[config.mk]
export PLATFORM = sky130hd
export DESIGN_NAME = e2e_crc64_counter_check
export DESIGN_NICKNAME = d
export VERILOG_FILES = /design/src/rtl/core/e2ecc_pkg.sv /design/src/rtl/core/e2e_crc64_counter_check.sv /design/src/rtl/core/e2ecc_accum.sv /design/src/rtl/core/e2ecc_crc_cmp.sv /design/src/rtl/core/e2ecc_judge.sv
export SDC_FILE = /design/constraint.sdc
export NUM_CORES = 2
export LEC_CHECK = 0
export BUFFER_PORTS_ARGS = -buffer_cell sky130_fd_sc_hd__buf_2
export CORE_UTILIZATION = 40
export DETAILED_ROUTE_END_ITERATION = 10
export PLACE_DENSITY = 0.53
export SLEW_MARGIN = 20
export SYNTH_ARGS = -nofsm -noshare
export SYNTH_HDL_FRONTEND = slang
export SYNTH_SLANG_ARGS = --single-unit
[constraint.sdc]
create_clock -name aclk -period 8.3 [get_ports aclk]
set_input_delay 0.83 -clock aclk [delete_from_list [all_inputs] [get_ports aclk]]
set_output_delay 0.83 -clock aclk [all_outputs]
set_load 0.005 [all_outputs]
[src/rtl/core/e2ecc_pkg.sv]
// Shared types, constants and the CRC-64/XZ byte update for the E2E counter checker.
package e2ecc_pkg;

    localparam int MAX_MESSAGE_BYTES = 256;
    localparam int IDX_W             = $clog2(MAX_MESSAGE_BYTES);
    localparam int OFS_W             = 11;
    localparam int CFG_IDX_W         = 3;
    localparam int CFG_DATA_W        = 32;

    localparam logic [63:0] CRC_POLY_REFL = 64'hC96C5795D7870F42;
    localparam logic [63:0] CRC_ALL_ONES  = 64'hFFFFFFFFFFFFFFFF;

    localparam logic [CFG_IDX_W-1:0] CFG_CRC_OFS     = 3'd0;
    localparam logic [CFG_IDX_W-1:0] CFG_CNT_OFS     = 3'd1;
    localparam logic [CFG_IDX_W-1:0] CFG_DATA_ID     = 3'd2;
    localparam logic [CFG_IDX_W-1:0] CFG_INCL_ID     = 3'd3;
    localparam logic [CFG_IDX_W-1:0] CFG_MAX_DELTA   = 3'd4;

    typedef enum logic [2:0] {
        ST_INITIAL   = 3'd0,
        ST_OK        = 3'd1,
        ST_OK_LOST   = 3'd2,
        ST_REPEATED  = 3'd3,
        ST_SYNC      = 3'd4,
        ST_WRONG_CRC = 3'd5
    } status_t;

    typedef enum logic [1:0] {
        SM_VALID   = 2'd0,
        SM_INVALID = 2'd1,
        SM_INIT    = 2'd2,
        SM_NODATA  = 2'd3
    } sm_state_t;

    typedef struct packed {
        logic [OFS_W-1:0] crc_ofs;
        logic [OFS_W-1:0] cnt_ofs;
        logic [31:0]      data_id;
        logic             incl_id;
        logic [7:0]       max_delta;
    } cfg_t;

    // finished message leaving the byte stage
    typedef struct packed {
        logic [63:0] crc_calc;
        logic [63:0] crc_rx;
        logic [31:0] counter;
    } msg_t;

    typedef struct packed {
        logic        crc_ok;
        logic [31:0] counter;
    } chk_t;

    // reflected CRC-64 update, one byte
    function automatic logic [63:0] crc_feed(input logic [63:0] crc_in,
                                             input logic [7:0]  data);
        logic [63:0] c;
        c = crc_in ^ {56'd0, data};
        for (int k = 0; k < 8; k++) begin
            c = c[0] ? ((c >> 1) ^ CRC_POLY_REFL) : (c >> 1);
        end
        return c;
    endfunction

endpackage

[src/rtl/core/e2e_crc64_counter_check.sv]
// E2E receive checker: top level with configuration registers and the three stages.
//
// Message bytes arrive on the s_ channel (s_valid/s_ready, s_data_byte, s_is_last),
// one byte per transfer in transmission order. Each byte updates a CRC-64/XZ register
// with the CRC-field bits cleared and captures CRC and counter field bits. The byte
// carrying s_is_last produces exactly one result on the m_ channel: check_status,
// sm_state, sm_error, lost_count and received_counter; other bytes produce none.
// Throughput: one byte per cycle while s_ready is high, back to back, messages included.
// The last byte loads the byte stage's message register, then the CRC fold/compare
// stage's check register and then the counter judge stage's result register, which
// drives m_valid.
// The result register parts the m_ side from the stages: when the receiver stalls,
// results back up one stage at a time and s_ready drops only once a finished message
// cannot leave the byte stage; bytes that do not end a message keep flowing until then.
// Configuration: cfg_we writes cfg_wdata into register cfg_index (0 CRC bit offset,
// 1 counter bit offset, 2 data id, 3 include data id, 4 max delta); writes take effect
// at once and are to be made only while no message is in flight. Unknown indexes are
// dropped.
// Reset (aresetn low at a clock edge) clears the message state, the counter history
// and all pipeline valids, and restores the register defaults.
module e2e_crc64_counter_check (
    input  logic                               aclk,
    input  logic                               aresetn,
    input  logic                               cfg_we,
    input  logic [e2ecc_pkg::CFG_IDX_W-1:0]    cfg_index,
    input  logic [e2ecc_pkg::CFG_DATA_W-1:0]   cfg_wdata,
    input  logic                               s_valid,
    output logic                               s_ready,
    input  logic [7:0]                         s_data_byte,
    input  logic                               s_is_last,
    output logic                               m_valid,
    input  logic                               m_ready,
    output logic [2:0]                         m_check_status,
    output logic [1:0]                         m_sm_state,
    output logic                               m_sm_error,
    output logic [7:0]                         m_lost_count,
    output logic [31:0]                        m_received_counter
);
    import e2ecc_pkg::*;

    cfg_t cfg_reg;
    logic msg_valid, msg_ready;
    msg_t msg;
    logic chk_valid, chk_ready;
    chk_t chk;

    always_ff @(posedge aclk) begin
        if (!aresetn) begin
            cfg_reg.crc_ofs   <= OFS_W'(0);
            cfg_reg.cnt_ofs   <= OFS_W'(64);
            cfg_reg.data_id   <= '0;
            cfg_reg.incl_id   <= 1'b0;
            cfg_reg.max_delta <= 8'd1;
        end else if (cfg_we) begin
            case (cfg_index)
                CFG_CRC_OFS:   cfg_reg.crc_ofs   <= cfg_wdata[OFS_W-1:0];
                CFG_CNT_OFS:   cfg_reg.cnt_ofs   <= cfg_wdata[OFS_W-1:0];
                CFG_DATA_ID:   cfg_reg.data_id   <= cfg_wdata[31:0];
                CFG_INCL_ID:   cfg_reg.incl_id   <= cfg_wdata[0];
                CFG_MAX_DELTA: cfg_reg.max_delta <= cfg_wdata[7:0];
                default: begin
                end
            endcase
        end
    end

    e2ecc_accum u_accum (
        .aclk        (aclk),
        .aresetn     (aresetn),
        .cfg         (cfg_reg),
        .s_valid     (s_valid),
        .s_ready     (s_ready),
        .s_data_byte (s_data_byte),
        .s_is_last   (s_is_last),
        .msg_valid   (msg_valid),
        .msg_ready   (msg_ready),
        .msg         (msg)
    );

    e2ecc_crc_cmp u_crc_cmp (
        .aclk      (aclk),
        .aresetn   (aresetn),
        .cfg       (cfg_reg),
        .msg_valid (msg_valid),
        .msg_ready (msg_ready),
        .msg       (msg),
        .chk_valid (chk_valid),
        .chk_ready (chk_ready),
        .chk       (chk)
    );

    e2ecc_judge u_judge (
        .aclk               (aclk),
        .aresetn            (aresetn),
        .cfg                (cfg_reg),
        .chk_valid          (chk_valid),
        .chk_ready          (chk_ready),
        .chk                (chk),
        .m_valid            (m_valid),
        .m_ready            (m_ready),
        .m_check_status     (m_check_status),
        .m_sm_state         (m_sm_state),
        .m_sm_error         (m_sm_error),
        .m_lost_count       (m_lost_count),
        .m_received_counter (m_received_counter)
    );

endmodule

[src/rtl/core/e2ecc_accum.sv]
// Byte stage: field capture, CRC-field masking and CRC accumulation per message.
module e2ecc_accum (
    input  logic                aclk,
    input  logic                aresetn,
    input  e2ecc_pkg::cfg_t     cfg,
    input  logic                s_valid,
    output logic                s_ready,
    input  logic [7:0]          s_data_byte,
    input  logic                s_is_last,
    output logic                msg_valid,
    input  logic                msg_ready,
    output e2ecc_pkg::msg_t     msg
);
    import e2ecc_pkg::*;

    logic [63:0]      crc_reg, crc_new;
    logic [63:0]      crc_cap_reg, crc_cap_next;
    logic [31:0]      cnt_cap_reg, cnt_cap_next;
    logic [IDX_W-1:0] idx_reg;
    logic             past_end_reg;
    logic             msg_valid_reg;
    msg_t             msg_reg;
    logic [7:0]       byte_m;
    logic [OFS_W-1:0] q, rel_crc, rel_cnt;
    logic [5:0]       pos;
    logic             aligned;
    logic             accept;

    assign s_ready   = !msg_valid_reg || msg_ready;
    assign accept    = s_valid && s_ready;
    assign msg_valid = msg_valid_reg;
    assign msg       = msg_reg;
    assign aligned   = (cfg.crc_ofs[2:0] == 3'd0);

    always_comb begin
        crc_cap_next = crc_cap_reg;
        cnt_cap_next = cnt_cap_reg;
        byte_m       = s_data_byte;
        q            = '0;
        rel_crc      = '0;
        rel_cnt      = '0;
        pos          = '0;
        if (!past_end_reg) begin
            for (int b = 0; b < 8; b++) begin
                q       = OFS_W'({idx_reg, 3'(b)});
                rel_crc = q - cfg.crc_ofs;
                rel_cnt = q - cfg.cnt_ofs;
                // aligned field is big-endian by byte, unaligned is bit-reversed
                pos     = aligned ? {~rel_crc[5:3], rel_crc[2:0]} : ~rel_crc[5:0];
                if ((q >= cfg.crc_ofs) && (rel_crc < OFS_W'(64))) begin
                    if (s_data_byte[b]) begin
                        crc_cap_next[pos] = 1'b1;
                    end
                    byte_m[b] = 1'b0;
                end
                if ((q >= cfg.cnt_ofs) && (rel_cnt < OFS_W'(32))) begin
                    if (s_data_byte[b]) begin
                        cnt_cap_next[rel_cnt[4:0]] = 1'b1;
                    end
                end
            end
        end
        crc_new = crc_feed(crc_reg, byte_m);
    end

    always_ff @(posedge aclk) begin
        if (!aresetn) begin
            crc_reg       <= CRC_ALL_ONES;
            crc_cap_reg   <= '0;
            cnt_cap_reg   <= '0;
            idx_reg       <= '0;
            past_end_reg  <= 1'b0;
            msg_valid_reg <= 1'b0;
        end else begin
            if (accept) begin
                if (s_is_last) begin
                    crc_reg      <= CRC_ALL_ONES;
                    crc_cap_reg  <= '0;
                    cnt_cap_reg  <= '0;
                    idx_reg      <= '0;
                    past_end_reg <= 1'b0;
                end else begin
                    crc_reg     <= crc_new;
                    crc_cap_reg <= crc_cap_next;
                    cnt_cap_reg <= cnt_cap_next;
                    if (!past_end_reg) begin
                        if (idx_reg == IDX_W'(MAX_MESSAGE_BYTES - 1)) begin
                            past_end_reg <= 1'b1;
                        end else begin
                            idx_reg <= idx_reg + 1'b1;
                        end
                    end
                end
            end
            if (accept && s_is_last) begin
                msg_valid_reg <= 1'b1;
            end else if (msg_ready) begin
                msg_valid_reg <= 1'b0;
            end
        end
    end

    always_ff @(posedge aclk) begin
        if (accept && s_is_last) begin
            msg_reg.crc_calc <= crc_new;
            msg_reg.crc_rx   <= crc_cap_next;
            msg_reg.counter  <= cnt_cap_next;
        end
    end

endmodule

[src/rtl/core/e2ecc_crc_cmp.sv]
// CRC stage: optional data-id fold, final xor and compare against the received CRC.
module e2ecc_crc_cmp (
    input  logic                aclk,
    input  logic                aresetn,
    input  e2ecc_pkg::cfg_t     cfg,
    input  logic                msg_valid,
    output logic                msg_ready,
    input  e2ecc_pkg::msg_t     msg,
    output logic                chk_valid,
    input  logic                chk_ready,
    output e2ecc_pkg::chk_t     chk
);
    import e2ecc_pkg::*;

    logic        chk_valid_reg;
    chk_t        chk_reg;
    logic [63:0] calc;
    logic        load;

    assign msg_ready = !chk_valid_reg || chk_ready;
    assign load      = msg_valid && msg_ready;
    assign chk_valid = chk_valid_reg;
    assign chk       = chk_reg;

    always_comb begin
        calc = msg.crc_calc;
        if (cfg.incl_id) begin
            // data id bytes go in little-endian order
            for (int b = 0; b < 4; b++) begin
                calc = crc_feed(calc, cfg.data_id[8*b +: 8]);
            end
        end
        calc = calc ^ CRC_ALL_ONES;
    end

    always_ff @(posedge aclk) begin
        if (!aresetn) begin
            chk_valid_reg <= 1'b0;
        end else if (load) begin
            chk_valid_reg <= 1'b1;
        end else if (chk_ready) begin
            chk_valid_reg <= 1'b0;
        end
    end

    always_ff @(posedge aclk) begin
        if (load) begin
            chk_reg.crc_ok  <= (calc == msg.crc_rx);
            chk_reg.counter <= msg.counter;
        end
    end

endmodule

[src/rtl/core/e2ecc_judge.sv]
// Counter stage: sequence judgement, counter history and the result register.
module e2ecc_judge (
    input  logic                aclk,
    input  logic                aresetn,
    input  e2ecc_pkg::cfg_t     cfg,
    input  logic                chk_valid,
    output logic                chk_ready,
    input  e2ecc_pkg::chk_t     chk,
    output logic                m_valid,
    input  logic                m_ready,
    output logic [2:0]          m_check_status,
    output logic [1:0]          m_sm_state,
    output logic                m_sm_error,
    output logic [7:0]          m_lost_count,
    output logic [31:0]         m_received_counter
);
    import e2ecc_pkg::*;

    logic        m_valid_reg;
    status_t     status_reg, status_next;
    sm_state_t   sm_reg, sm_next;
    logic        err_reg, err_next;
    logic [7:0]  lost_out_reg;
    logic [31:0] cnt_out_reg;
    logic [31:0] last_good_reg, last_good_next;
    logic        seen_first_reg, seen_first_next;
    logic [7:0]  lost_record_reg, lost_record_next;
    logic [31:0] delta;
    logic        load;

    assign chk_ready = !m_valid_reg || m_ready;
    assign load      = chk_valid && chk_ready;
    assign delta     = chk.counter - last_good_reg;

    always_comb begin
        status_next      = ST_WRONG_CRC;
        last_good_next   = last_good_reg;
        seen_first_next  = seen_first_reg;
        lost_record_next = lost_record_reg;
        if (!chk.crc_ok) begin
            status_next = ST_WRONG_CRC;
        end else if (!seen_first_reg) begin
            status_next     = ST_INITIAL;
            last_good_next  = chk.counter;
            seen_first_next = 1'b1;
        end else if (delta == 32'd0) begin
            status_next = ST_REPEATED;
        end else if (delta == 32'd1) begin
            status_next    = ST_OK;
            last_good_next = chk.counter;
        end else if (delta <= {24'd0, cfg.max_delta}) begin
            status_next      = ST_OK_LOST;
            lost_record_next = delta[7:0] - 8'd1;
            last_good_next   = chk.counter;
        end else begin
            status_next    = ST_SYNC;
            last_good_next = chk.counter;
        end
    end

    always_comb begin
        case (status_next)
            ST_OK, ST_OK_LOST: begin
                sm_next  = SM_VALID;
                err_next = 1'b0;
            end
            ST_REPEATED, ST_WRONG_CRC: begin
                sm_next  = SM_INVALID;
                err_next = 1'b1;
            end
            ST_SYNC: begin
                sm_next  = SM_INIT;
                err_next = 1'b0;
            end
            default: begin
                sm_next  = SM_NODATA;
                err_next = 1'b0;
            end
        endcase
    end

    always_ff @(posedge aclk) begin
        if (!aresetn) begin
            m_valid_reg     <= 1'b0;
            last_good_reg   <= '0;
            seen_first_reg  <= 1'b0;
            lost_record_reg <= '0;
        end else begin
            if (load) begin
                m_valid_reg     <= 1'b1;
                last_good_reg   <= last_good_next;
                seen_first_reg  <= seen_first_next;
                lost_record_reg <= lost_record_next;
            end else if (m_ready) begin
                m_valid_reg <= 1'b0;
            end
        end
    end

    always_ff @(posedge aclk) begin
        if (load) begin
            status_reg   <= status_next;
            sm_reg       <= sm_next;
            err_reg      <= err_next;
            lost_out_reg <= lost_record_next;
            cnt_out_reg  <= chk.counter;
        end
    end

    assign m_valid            = m_valid_reg;
    assign m_check_status     = status_reg;
    assign m_sm_state         = sm_reg;
    assign m_sm_error         = err_reg;
    assign m_lost_count       = lost_out_reg;
    assign m_received_counter = cnt_out_reg;

`ifndef SYNTH
    a_err_matches_status: assert property (@(posedge aclk) disable iff (!aresetn)
        m_valid_reg && err_reg |-> (status_reg == ST_REPEATED) ||
                                   (status_reg == ST_WRONG_CRC))
        else $error("error flag without repeated or wrong crc status");

    a_initial_sets_seen: assert property (@(posedge aclk) disable iff (!aresetn)
        m_valid_reg && (status_reg == ST_INITIAL) |-> seen_first_reg)
        else $error("initial status left first-message flag clear");

    a_lost_nonzero: assert property (@(posedge aclk) disable iff (!aresetn)
        m_valid_reg && (status_reg == ST_OK_LOST) |-> (lost_out_reg != 8'd0))
        else $error("some-lost status with zero lost count");

    a_history_holds: assert property (@(posedge aclk) disable iff (!aresetn)
        !load |=> $stable(last_good_reg) && $stable(lost_record_reg))
        else $error("counter history changed without a transfer");
`endif

endmodule

==> impl_results.md <==
- Post-CTS Hold Buffers: 0
- Post-CTS setup buffer count: 0
- Seq/Total Area, Yosys: 0.331
- Data required, critical path: 8810 ps
- Post-CTS Resized: 0
- Ys async rst share: 0
- WL per Instance: 29.1 microns
- Worst Skew: 48.8 ps
- Tcrit/Tclk final: 0.827
- Crit Path Class: reg2reg
- Crit-path max FO: 12
- Antenna Violating Nets Remaining: 0
- Area growth syn-to-layout: 10.8%
- Status: complete, no violations
- Synth Cell Area: 0.0384 sq mm
- Sink Count: 515
- H-tree levels: 2
- RSZ-0062 raised after global routing: no
- Max-slew violations: 0
- Synth area leaders: edfxtp_1 19%, xnor2_1 15%, dfxtp_1 14%, xor2_1 5.5%, nand2_1 5.3%
- Nets@finish: 4555
- Die height: between 300 and 400 microns
- Share of the synthesized area in the top cell type: 0.187
- CTS tree: built
- Pin count of the biggest net entering global routing: 148
- Post-synthesis instance total: 4380
- Netlist cell types: a little under 80
- Final setup violation count: 0
- Cts bufs inserted: 59
- Crit. End Element: flip-flop
- Clock Path Buffers: 3
- Synthesis Warnings: 0
- Arrival @ worst endpoint: 7370 ps
- IO Port Bufs: 96
- Routed via count: 35000
- Grt total ovfl: 0
- Top-Level Pins: 97
- Final Hold Vio Count: 0
- Vias in the first global route: 32800
- Placer Congestion: roughly 1.1
- Top_reg_cell synth: dfxtp_1
- Clock-pin transition on the worst setup and hold timing paths: ~80 ps
- Share of cells above drive strength 1: 0.0854
- Worst slew pin tran: 1240 ps
- Row count: 113
- DR DRC count: 0
- Vias per cell: between 6 and 7
- Crit start category: flip-flop
- Clk root buf: clkbuf_16
- Die width: just over 300 microns
- Fin crit period: 6870 ps
- Placeable core area: 0.0950 sq mm
- Clk_lat worst skew: 690 ps
- Routed WL: 167000 microns
- Initial Utilization: 0.404
- Largest area contributor in the netlist: edfxtp_1
- Max-Cap Viols: 0
- Drt initial violations: ~4600
- Max FFs per register: 160
- Initial antenna violation count: 9
- Post-Syn Area per Cell: 8.77 sq um
- Relative slew slack: 0.171
- DIE AREA: 0.0973 sq mm
- Setup TNS: 0 ps
- DR pass1 iterations: 6
- Gr usage total: 0.333
- Synth Register Bits: 515
- Hold WC Path Type: in2reg
- Achievable Freq: 146 MHz
- Syn Nets: 4515
- EDFF count, synth: around 240
- DP HPWL: 128000 microns
- Global-route wire length before repair: between 200000 and 250000 microns
[final cells by class]
class	count	area (sq um)
fillers	9515	52500
clock inverters	35	400
inverters	140	531
repair buffers	179	1140
multi-input cells	3525	24500
flip-flops and latches	515	12700
clock buffers	77	1700
well taps	1265	1580
diodes	2	5.00
[stage by stage]
stage                     area [sq um]  hold WS, ps  instances  setup slack [ps]   util
after floorplan                  38400          400       4380              2510      -
after global placement           40400          402       5622              1500  0.425
after detailed placement         40400          405       5622              1450  0.425
after CTS                        42500          354       5734              1420  0.447
after global routing             42600          395       5736              1150  0.448
final                            42600          388       5738              1430  0.448
[cell usage in the layout, fill, tap and decap left out, types with 60 or more instances in the layout]
master	netlist	layout
inv_1	135	133
o21ai_0	139	139
clkbuf_16	0	60
mux2i_1	78	78
nor3_1	82	79
nand2_1	540	539
dfxtp_1	276	274
edfxtp_1	239	239
a21oi_1	141	141
buf_4	2	80
ha_1	81	81
o22ai_1	164	164
nor2_1	320	318
a21boi_0	73	72
xnor2_1	644	641
nor2b_1	122	121
xor2_1	240	240
nand3_1	144	144
buf_2	3	95
a22oi_1	101	101
[final timing paths]
kind | start | end | slack (ps) | depth (start not counted)
min | cfg_wdata[30] | cfg_reg[39] | 390 | 3
max reg2reg | u_accum.msg[97] | u_crc_cmp.chk[32] | 1430 | 18
min reg2reg | u_accum.msg[5] | u_crc_cmp.chk[5] | 420 | 0
max | u_accum.msg[97] | u_crc_cmp.chk[32] | 1430 | 18
[cells in the mapped netlist, drive strengths merged, types with 26 or more instances]
master	n
clkbuf	172
a21boi	73
nor4	56
a22oi	101
o32a	42
nor2	320
inv	136
edfxtp	239
mux2i	78
o22ai	164
o21bai	31
nand4	39
a21o	26
xnor2	684
a31oi	26
buf	28
dfxtp	276
nor2b	122
nor3	82
nand3	144
o21ai	146
o221ai	57
ha	81
nand2	540
xor2	257
a21oi	141
[routing by layer]
metal,routed length (microns),part of all wire,global-route usage,up-vias
met2,68700,0.41,0.479,1936
li1,-,-,-,15700
met1,74100,0.44,0.481,17000
met3,15600,0.094,0.0626,403
met4,8430,0.050,0.147,6
met5,37,0.00022,0,-
[worst max-delay path: stages, from the launching register on]
cell and delay [ps]:
edfxtp_1 460, xnor2_2 470, xnor2_1 350, xnor2_1 670, xnor2_2 290, xnor2_2 310, xor2_2 570, xor2_4 310
xnor2_4 380, xor2_4 350, xnor2_4 170, xnor2_2 680, xnor2_1 190, mux2i_1 100, xor2_1 160, nor4_1 240
nand3_1 180, or4_1 520, nor4_1 290
[cell families after synthesis]
kind of cell	count (synthesis)	synth area share
buf+inv	340	0.0335
simple gates	1412	0.168
flops	515	0.331
compound gates	990	0.178
mux	86	0.0227
fa+ha+maj	86	0.0290
xor+xnor	951	0.238
Power is not shown: default switching activity piles up to over one toggle a cycle in this logic, so the estimate is an artifact.
